===== src/gpio_ei_pkg.sv =====
// Shared types and constants for the GPIO port with edge interrupts.
package gpio_ei_pkg;

  parameter int DATA_W        = 32;
  parameter int HALF_PINS     = 16;
  parameter int PIN_COUNT_DEF = 32;

  typedef enum logic [1:0] {
    REQ_READ  = 2'd0,
    REQ_WRITE = 2'd1,
    REQ_TICK  = 2'd2
  } req_type_t;

  typedef enum logic [2:0] {
    REG_DATA      = 3'd0,
    REG_DIRECTION = 3'd1,
    REG_PIN_STAT  = 3'd2,
    REG_COND_LOW  = 3'd3,
    REG_COND_HIGH = 3'd4,
    REG_MASK      = 3'd5,
    REG_STATUS    = 3'd6,
    REG_ANY_EDGE  = 3'd7
  } reg_index_t;

  typedef enum logic [1:0] {
    COND_LEVEL_LOW  = 2'd0,
    COND_LEVEL_HIGH = 2'd1,
    COND_RISING     = 2'd2,
    COND_FALLING    = 2'd3
  } cond_t;

  typedef struct packed {
    logic [DATA_W-1:0] levels;
    logic [DATA_W-1:0] last_levels;
    logic [DATA_W-1:0] any_edge;
    logic [DATA_W-1:0] cond_low;
    logic [DATA_W-1:0] cond_high;
  } detect_in_t;

endpackage


===== src/gpio_ei_detect.sv =====
// Per-pin interrupt condition detection for one pin sample.
module gpio_ei_detect #(
  parameter int PIN_COUNT = gpio_ei_pkg::PIN_COUNT_DEF
) (
  input  gpio_ei_pkg::detect_in_t           det_in,
  output logic [gpio_ei_pkg::DATA_W-1:0]    hits
);
  import gpio_ei_pkg::*;

  for (genvar p = 0; p < DATA_W; p++) begin : g_pin
    if (p < PIN_COUNT) begin : g_live
      localparam int Lsb = 2 * (p % HALF_PINS);
      logic [1:0] code;
      logic       cur;
      logic       prev;
      logic       cond_hit;

      assign code = (p < HALF_PINS) ? det_in.cond_low[Lsb +: 2]
                                    : det_in.cond_high[Lsb +: 2];
      assign cur  = det_in.levels[p];
      assign prev = det_in.last_levels[p];

      always_comb begin
        case (cond_t'(code))
          COND_LEVEL_LOW:  cond_hit = !cur;
          COND_LEVEL_HIGH: cond_hit = cur;
          COND_RISING:     cond_hit = !prev && cur;
          COND_FALLING:    cond_hit = prev && !cur;
          default:         cond_hit = 1'b0;
        endcase
      end

      // any-edge select overrides the condition code
      assign hits[p] = det_in.any_edge[p] ? (cur ^ prev) : cond_hit;
    end else begin : g_dead
      assign hits[p] = 1'b0;
    end
  end

endmodule


===== src/gpio_port_with_edge_interrupts_unit.sv =====
// Top level: GPIO port registers, interrupt status and the beat pipeline.
//
//  channel  | direction | handshake         | payload
//  ---------+-----------+-------------------+------------------------------------------
//  in_      | input     | in_valid/in_stall | req_type, reg_index, write_data, pin_levels
//  out_     | output    | out_valid/out_stall | read_data, pins_driven, pins_enabled, irq
//
//  One beat accepted per cycle while in_stall is low; each beat passes through
//  the input register, then the result register, loaded from the single-pass update.
//  Reset (rst_n low, synchronous) clears all port registers and both stages.
//  While out_stall holds a result, the input register still takes one beat;
//  in_stall rises only when both stages are full and the result is held.
module gpio_port_with_edge_interrupts_unit #(
  parameter int PIN_COUNT = gpio_ei_pkg::PIN_COUNT_DEF
) (
  input  logic                              clk,
  input  logic                              rst_n,
  input  logic                              in_valid,
  output logic                              in_stall,
  input  logic [1:0]                        in_req_type,
  input  logic [2:0]                        in_reg_index,
  input  logic [gpio_ei_pkg::DATA_W-1:0]    in_write_data,
  input  logic [gpio_ei_pkg::DATA_W-1:0]    in_pin_levels,
  output logic                              out_valid,
  input  logic                              out_stall,
  output logic [gpio_ei_pkg::DATA_W-1:0]    out_read_data,
  output logic [gpio_ei_pkg::DATA_W-1:0]    out_pins_driven,
  output logic [gpio_ei_pkg::DATA_W-1:0]    out_pins_enabled,
  output logic                              out_irq_line
);
  import gpio_ei_pkg::*;

  localparam logic [DATA_W-1:0] PinMask = DATA_W'((65'd1 << PIN_COUNT) - 65'd1);

  // input register
  logic              s1_valid_r;
  logic [1:0]        s1_req_type_r;
  logic [2:0]        s1_reg_index_r;
  logic [DATA_W-1:0] s1_write_data_r;
  logic [DATA_W-1:0] s1_pin_levels_r;

  // port state
  logic [DATA_W-1:0] data_r,      data_nxt;
  logic [DATA_W-1:0] dir_r,       dir_nxt;
  logic [DATA_W-1:0] cond_low_r,  cond_low_nxt;
  logic [DATA_W-1:0] cond_high_r, cond_high_nxt;
  logic [DATA_W-1:0] mask_r,      mask_nxt;
  logic [DATA_W-1:0] status_r,    status_nxt;
  logic [DATA_W-1:0] any_edge_r,  any_edge_nxt;
  logic [DATA_W-1:0] last_r,      last_nxt;

  // result register
  logic              out_valid_r;
  logic [DATA_W-1:0] out_read_data_r;
  logic [DATA_W-1:0] out_pins_driven_r;
  logic [DATA_W-1:0] out_pins_enabled_r;
  logic              out_irq_line_r;

  logic              advance;
  logic [DATA_W-1:0] rdata;
  logic [DATA_W-1:0] levels;
  logic [DATA_W-1:0] hits;
  detect_in_t        det_in;

  assign advance  = s1_valid_r && (!out_valid_r || !out_stall);
  assign in_stall = s1_valid_r && !advance;
  assign levels   = s1_pin_levels_r & PinMask;

  assign det_in.levels      = levels;
  assign det_in.last_levels = last_r;
  assign det_in.any_edge    = any_edge_r;
  assign det_in.cond_low    = cond_low_r;
  assign det_in.cond_high   = cond_high_r;

  gpio_ei_detect #(
    .PIN_COUNT (PIN_COUNT)
  ) u_detect (
    .det_in (det_in),
    .hits   (hits)
  );

  always_comb begin
    data_nxt      = data_r;
    dir_nxt       = dir_r;
    cond_low_nxt  = cond_low_r;
    cond_high_nxt = cond_high_r;
    mask_nxt      = mask_r;
    status_nxt    = status_r;
    any_edge_nxt  = any_edge_r;
    last_nxt      = last_r;
    rdata         = '0;
    case (req_type_t'(s1_req_type_r))
      REQ_READ: begin
        case (reg_index_t'(s1_reg_index_r))
          REG_DATA:      rdata = data_r;
          REG_DIRECTION: rdata = dir_r;
          REG_PIN_STAT:  rdata = last_r;
          REG_COND_LOW:  rdata = cond_low_r;
          REG_COND_HIGH: rdata = cond_high_r;
          REG_MASK:      rdata = mask_r;
          REG_STATUS:    rdata = status_r;
          REG_ANY_EDGE:  rdata = any_edge_r;
          default:       rdata = '0;
        endcase
      end
      REQ_WRITE: begin
        case (reg_index_t'(s1_reg_index_r))
          REG_DATA:      data_nxt      = s1_write_data_r & PinMask;
          REG_DIRECTION: dir_nxt       = s1_write_data_r & PinMask;
          REG_PIN_STAT:  ;
          REG_COND_LOW:  cond_low_nxt  = s1_write_data_r;
          REG_COND_HIGH: cond_high_nxt = s1_write_data_r;
          REG_MASK:      mask_nxt      = s1_write_data_r & PinMask;
          // write one to clear
          REG_STATUS:    status_nxt    = status_r & ~s1_write_data_r;
          REG_ANY_EDGE:  any_edge_nxt  = s1_write_data_r & PinMask;
          default:       ;
        endcase
      end
      REQ_TICK: begin
        status_nxt = status_r | (hits & PinMask);
        last_nxt   = levels;
      end
      default: ;
    endcase
  end

  always_ff @(posedge clk) begin
    if (!rst_n) begin
      s1_valid_r <= 1'b0;
    end else if (!in_stall) begin
      s1_valid_r <= in_valid;
    end
  end

  always_ff @(posedge clk) begin
    if (!in_stall) begin
      s1_req_type_r   <= in_req_type;
      s1_reg_index_r  <= in_reg_index;
      s1_write_data_r <= in_write_data;
      s1_pin_levels_r <= in_pin_levels;
    end
  end

  always_ff @(posedge clk) begin
    if (!rst_n) begin
      data_r      <= '0;
      dir_r       <= '0;
      cond_low_r  <= '0;
      cond_high_r <= '0;
      mask_r      <= '0;
      status_r    <= '0;
      any_edge_r  <= '0;
      last_r      <= '0;
    end else if (advance) begin
      data_r      <= data_nxt;
      dir_r       <= dir_nxt;
      cond_low_r  <= cond_low_nxt;
      cond_high_r <= cond_high_nxt;
      mask_r      <= mask_nxt;
      status_r    <= status_nxt;
      any_edge_r  <= any_edge_nxt;
      last_r      <= last_nxt;
    end
  end

  always_ff @(posedge clk) begin
    if (!rst_n) begin
      out_valid_r <= 1'b0;
    end else if (advance) begin
      out_valid_r <= 1'b1;
    end else if (!out_stall) begin
      out_valid_r <= 1'b0;
    end
  end

  // results show the state after the beat has taken effect
  always_ff @(posedge clk) begin
    if (advance) begin
      out_read_data_r    <= rdata;
      out_pins_driven_r  <= data_nxt & dir_nxt;
      out_pins_enabled_r <= dir_nxt;
      out_irq_line_r     <= |(status_nxt & mask_nxt);
    end
  end

  assign out_valid        = out_valid_r;
  assign out_read_data    = out_read_data_r;
  assign out_pins_driven  = out_pins_driven_r;
  assign out_pins_enabled = out_pins_enabled_r;
  assign out_irq_line     = out_irq_line_r;

  a_result_tracks_state : assert property (@(posedge clk) disable iff (!rst_n)
    out_valid_r |-> (out_pins_enabled_r == dir_r) &&
                    (out_irq_line_r == |(status_r & mask_r)))
    else $error("result register out of step with port state");

  a_no_status_above_pins : assert property (@(posedge clk) disable iff (!rst_n)
    ((status_r | last_r | mask_r) & ~PinMask) == '0)
    else $error("state bit set above PIN_COUNT");

  a_stall_only_when_full : assert property (@(posedge clk) disable iff (!rst_n)
    in_stall |-> s1_valid_r && out_valid_r && out_stall)
    else $error("input stalled with a free stage");

  a_state_holds_without_beat : assert property (@(posedge clk) disable iff (!rst_n)
    !advance |=> $stable(status_r) && $stable(last_r) && $stable(dir_r))
    else $error("port state changed without a beat");

endmodule


===== config.mk =====
export PLATFORM = sky130hd
export DESIGN_NAME = gpio_port_with_edge_interrupts_unit
export DESIGN_NICKNAME = d
export VERILOG_FILES = /design/src/gpio_ei_pkg.sv /design/src/gpio_ei_detect.sv /design/src/gpio_port_with_edge_interrupts_unit.sv
export SDC_FILE = /design/constraint.sdc
export NUM_CORES = 1
export LEC_CHECK = 0
export ABC_AREA = 1
export BUFFER_PORTS_ARGS = -buffer_cell sky130_fd_sc_hd__buf_4
export CORE_MARGIN = 4
export CORE_UTILIZATION = 65
export DETAILED_ROUTE_END_ITERATION = 12
export PLACE_DENSITY = 0.86
export SKIP_CTS_REPAIR_TIMING = 1
export SYNTH_ARGS = -nofsm -noshare
export SYNTH_HDL_FRONTEND = slang
export SYNTH_SLANG_ARGS = --single-unit
export TNS_END_PERCENT = 20

===== constraint.sdc =====
create_clock -name clk -period 8.8 [get_ports clk]
set_input_delay 0.88 -clock clk [delete_from_list [all_inputs] [get_ports clk]]
set_output_delay 0.88 -clock clk [all_outputs]
set_load 0.01 [all_outputs]

* Word-level counts from Yosys, hierarchy flattened
Cells that the tools add are included.
Word-level totals: bits in registers 424, bits of input ports 73
Operators by class: equal/unequal tests 106, muxes and demuxes 75, bitwise logic cells 37, reduce and logical (&&, ||, !) cells 173
Operator list (number):
- one-hot mux 32 bit (8 select lines) | 1
- 2-to-1 mux 32 bit | 7
- == test 2 bit (second input constant) | 65
- one-hot mux 1 bit (4 select lines) | 32
- bitwise AND 32 bit | 3
- zero test 1 bit | 67
- == test 2 x 1 -> 1 bit (second input constant) | 33
- logical AND 1 bit | 66
- zero test 2 bit | 33
- one-hot mux 32 bit (2 select lines) | 1
- 2-to-1 mux 1 bit | 34
- inverter 32 bit | 1
- bitwise OR 32 bit | 1
- OR reduction 32 bit | 1
- XOR 1 bit | 32
- == test 3 bit (second input constant) | 4
- AND reduction 3 bit | 3
- == test 3 x 2 -> 1 bit (second input constant) | 2
- == test 3 x 1 -> 1 bit (second input constant) | 1
- zero test 3 bit | 1
- inequality test 2 x 1 -> 1 bit (second input constant) | 1
- AND reduction 2 bit | 1
- logical OR 1 bit | 1

* Logic depth before layout (Yosys ltp)
depth in word-level cells 8, mapped depth 15, gate-level depth less buffers 14

* Hierarchy
Synthesis repeated with hierarchy kept, for this count alone.
Unflattened totals: cell total of the unflattened synthesis 2801, area, all modules 21266.6 um^2
Modules (own cells, without submodules):
- gpio_port_with_edge_interrupts_unit | times used 1, cells an instance 2193, area each 18243.7 um^2, sequential area each 10149.7 um^2
- gpio_ei_detect | times used 1, cells an instance 608, area each 3022.9 um^2, sequential area each 0.0 um^2

* Worst setup path before layout
No wires, ideal clock.
path kind input to register, start point input out_stall, end point register out_irq_line_r, in the netlist out_irq_line, enable pin, library setup time 0.499 ns, data arrival time 4.378 ns, required time 8.301 ns, setup slack 3.923 ns, cell stages on the path 5, path buffers 2, path through nand2_1 > nand2_1 > inv_2 > clkbuf_1 > clkbuf_1
On the way: longest elaborated chain between the ends 3
RTL lines:
- start, declared | line gpio_port_with_edge_interrupts_unit.sv:25 | input logic out_stall,
- zero test 1 bit
- logical OR 1 bit | line gpio_port_with_edge_interrupts_unit.sv:65 | assign advance = s1_valid_r && (!out_valid_r || !out_stall);
- logical AND 1 bit | line gpio_port_with_edge_interrupts_unit.sv:65
- via advance | line gpio_port_with_edge_interrupts_unit.sv:59 | logic advance;
- end signal, assigned | line gpio_port_with_edge_interrupts_unit.sv:183 | out_irq_line_r <= |(status_nxt & mask_nxt);
- end, declared | line gpio_port_with_edge_interrupts_unit.sv:57 | logic out_irq_line_r;
The timed path passes the listed nets, and every way through them passes these cells. A chain may end at the register's enable or synchronous reset.

* Final worst setup path
start point register s1_reg_index_r[0], end point register out_irq_line_r, in the netlist out_irq_line, data pin
On the way: longest elaborated chain between the ends 5, elaborated cells between the ends (all ways) 8, classes of those cells eq/ne (2); mux (4); bitwise (1); reduce/logical (1)
RTL lines:
- start, declared | line gpio_port_with_edge_interrupts_unit.sv:38 | logic [2:0] s1_reg_index_r;
- start signal, assigned | line gpio_port_with_edge_interrupts_unit.sv:139 | s1_reg_index_r <= in_reg_index;
- == test 3 bit | line gpio_port_with_edge_interrupts_unit.sv:107 | case (reg_index_t'(s1_reg_index_r))
- 2-to-1 mux 32 bit | line gpio_port_with_edge_interrupts_unit.sv:107
- one-hot mux 32 bit (2 select lines) / 2-to-1 mux 32 bit (equally long branches) | line gpio_port_with_edge_interrupts_unit.sv:92 | case (req_type_t'(s1_req_type_r))
- bitwise AND 32 bit (*) | line gpio_port_with_edge_interrupts_unit.sv:183
- OR reduction 32 bit (*) | line gpio_port_with_edge_interrupts_unit.sv:183
Mark *: on every way between the ends. The rest lies on a longest branch, timed or not.

==> results.py <==
metrics = {
    "sta": {
        "setup_viol": 0,
        "rsz0062_at_grt": "false",
        "finalCritPeriodShare_pct": 44.3,
        "min_period_ps": 3900,
        "slew_viol_final": 0,
        "finalSetupTns_ps": 0,
        "relSlewSlack_pct": 11.5,
        "whs_ps": 498,
        "tightest_slew_ps": 1330,
        "max_freq_ghz": 0.256,
        "hold_viol_final": 0,
        "clock_skew_ps": 18.8,
        "fin_ws_ps": 4900,
    },
    "global_route": {
        "grt.total_usage_pct": 38.0,
        "grt_pass1_vias": 18000,
        "antenna_found_initial": 1,
        "grt_overflow": 0,
        "grt_pass1_wl_mm": 102,
        "grt_max_degree": 114,
    },
    "synth": {
        "synthXorXnorAreaFrac_pct": 0,
        "synth_top_family_by_area": "compound AO/OA/AOI/OAI gates",
        "synth_cells": 2585,
        "synth-compound-area-share_pct": 19.6,
        "syn_area_per_cell_um2": 7.89,
        "synth-seq-cells": 424,
        "ys_seq_area_share_pct": 49.8,
        "yosys.area.top_type_share_pct": 25.3,
        "netlist_top_cells_count": "nand2_1 (528), inv_1 (412), a21oi_1 (277)",
        "yosys.area_share.simple_pct": 15.3,
        "synth.area.top_cells": "dfxtp_1 (25%), edfxtp_1 (24%), nand2_1 (9.7%), inv_1 (7.6%), a21oi_1 (6.8%)",
        "yosysWarningCount": 0,
        "synth.area.mux_share_pct": 0.785,
        "synthesis.area_um2": 20400,
        "synth_most_common_cell": "nand2_1",
        "synth_edf_count": 166,
        "ys_async_sr_fraction_pct": 0,
        "synthAdderAreaFrac_pct": 4.11,
        "syn_nets": 2725,
        "synthFlopType": "dfxtp_1",
        "synth_cell_types": 33,
        "yosysTopAreaCell": "dfxtp_1",
    },
    "run": {
        "cap_violations": 0,
    },
    "layout": {
        "num-nets-final": 2822,
        "drive_gt1_share_pct": 10.3,
        "post-route-util_pct": 75.6,
        "fin_cells": 3111,
        "fill_cells": 2241,
        "final_cell_area_um2": 23300,
        "insertedDiodeCount": 0,
        "syn2layout_area_growth_pct": 14.0,
    },
    "critical_path": {
        "path_max_fanout": 48,
        "r2r-end": "out_irq_line",
        "r2r_cells": 12,
        "required_ps": 9110,
        "cp-end-kind": "register",
        "crit_chain": "inv_2, nor2_4, nand2_2, clkinv_2, nand2_2, o21ai_0, nand2_1, nand2_1, nor2_1, nand2_1, nor2_1, nand2_1",
        "cp-startpoint": "s1_reg_index_r[0]",
        "worstReg2RegStart": "s1_reg_index_r[0]",
        "crit_slowest_cell": "nand2_2",
        "cpMostUsedCell": "nand2_1",
        "worst-r2r-setup-slack_ps": 4900,
        "criticalPathCategory": "reg -> reg",
        "start_kind": "register",
        "max_stage_delay_ps": 980,
        "worst_ep_arrival_time_ps": 4210,
    },
    "routing": {
        "viasPerCell": 6.29,
        "via_count": 19600,
        "dr.pass1.iters": 7,
        "drt_iter0_markers": 3601,
        "drt-wirelength-per-cell_um": 21.6,
        "wl_mm": 67.2,
        "drcViolationCount": 0,
        "ant_nets": 0,
    },
    "placed_design": {
        "gp_congestion": 1.02,
        "placed_area_um2": 21800,
        "place_ws_ps": 5080,
        "placedCellCount": 3032,
        "dpl.hpwl_mm": 44.5,
        "io_buffers": 171,
    },
    "power": {
        "total_power_mw": 4.62,
        "p_leak_nw": 10.7,
        "switching_share_pct": 25.7,
        "pwr-share-seq_pct": 48.0,
        "ir_worst_vdd_mv": 0.162,
        "switchingPower_mw": 1.19,
        "power_density_nw_per_um2": 199,
        "intPower_mw": 3.43,
        "combPwrFrac_pct": 10.7,
        "pwr-share-clk_pct": 41.3,
    },
    "cts": {
        "cts_sinks": 424,
        "numCtsBuffers": 44,
        "clkTransAtPathRegs_ps": 60,
        "cts_htree_levels": 2,
        "clk_path_buf_depth": 3,
        "clock_latency_ps": 560,
        "cts_tree": "yes",
        "clk_root_buffer_cell": "clkbuf_16",
    },
    "min_path": {
        "worstHoldStart": "in_pin_levels[28]",
        "worstHoldPathCells": 1,
        "hold_path_end": "levels[28]",
        "min_path_type": "in -> reg",
    },
    "floorplanning": {
        "die_area_um2": 34300,
        "start_util_pct": 66.3,
        "pin_count": 172,
        "die_h_um": 185,
        "die_x_um": 185,
        "placementRows": 64,
        "coreArea_um2": 30700,
    },
    "run_status": {
        "status": "finished clean",
    },
}
==> worst max-delay path by stage <==
stage                     depth (start not counted)  slack [ps]             to
final                                            12        4900   out_irq_line
after global routing                             12        4720   out_irq_line
after CTS                                        12        5090   out_irq_line
after detailed placement                         12        5080   out_irq_line
after global placement                           10        5210  cond_low_r[8]
after floorplan                                   5        3920   out_irq_line
==> final cells by class <==
class                      instances  area [um^2]  share of cell area, %
sequential                       424        10100                   43.6
multi-input combinational       1603         8140                   35.0
inverter                         418         1580                   6.77
timing repair buffer             191         1430                   6.17
clock buffer                      66         1290                   5.57
tap                              396          495                   2.13
clock inverter                    13          170                  0.732
==> flip-flops by register name (all words and copies together), names as in the netlist, 2 cells and up <==
name	flops
s1_req_type_r	2
out_read_data	32
levels	32
mask_r	32
last_r	32
data_r	32
cond_high_r	32
s1_reg_index_r	3
any_edge_r	32
s1_write_data_r	32
out_pins_enabled	32
out_pins_driven	32
cond_low_r	32
dir_r	32
status_r	32
==> routing by layer <==
layer	global-route usage, %	wire length, um
met1	54.0	25100
met5	0	8
met3	11.8	11400
met2	55.6	28000
met4	13.2	2780
==> logic make-up after synthesis <==
family / after synthesis
adder cells (fa/ha/maj): 67
AO/OA/AOI/OAI: 740
flip-flops: 424
buffers and inverters: 558
multiplexers: 16
AND/OR/NAND/NOR: 780
==> power by group through the flow <==
| stage | clock, mW | combinational [mW] | sequential [mW] |
|---|---|---|---|
| floorplan | 0 | 0.288 | 2.24 |
| global placement | 0 | 0.451 | 2.25 |
| detailed placement | 0 | 0.469 | 2.25 |
| CTS | 1.90 | 0.474 | 2.21 |
| global route | 1.99 | 0.536 | 2.22 |
| finish | 1.91 | 0.493 | 2.22 |
==> placed cells by master (no fill, tap or decap), types with 2 or more instances in the layout <==
cell,synthesis,final
nand2_1,528,524
inv_1,412,411
a21oi_1,277,277
o21ai_0,274,274
dfxtp_1,258,258
buf_4,0,191
edfxtp_1,166,166
nor2_1,144,143
nand3_1,80,78
ha_1,67,67
o22ai_1,64,64
clkbuf_16,0,45
o21ai_1,42,42
o211ai_1,32,32
a221oi_1,18,18
a31oi_1,18,18
mux2i_1,16,16
nand4_1,16,16
a211oi_1,13,13
clkbuf_1,107,12
clkbuf_8,0,9
nand2_2,4,7
clkinv_2,1,7
inv_2,5,5
bufinv_16,0,4
nand3b_1,3,3
nand3_2,1,3
nor2_4,1,2
==> critical path: cells and delay by family, from the launching register on <==
| kind | cells | cell delay, ps |
|---|---|---|
| DFF | 1 | 480 |
| AOI/OAI and AO/OA | 1 | 290 |
| buffers and inverters | 2 | 950 |
| and+or+nand+nor | 9 | 1920 |
Note: power is estimated with default switching activity, not from simulation.
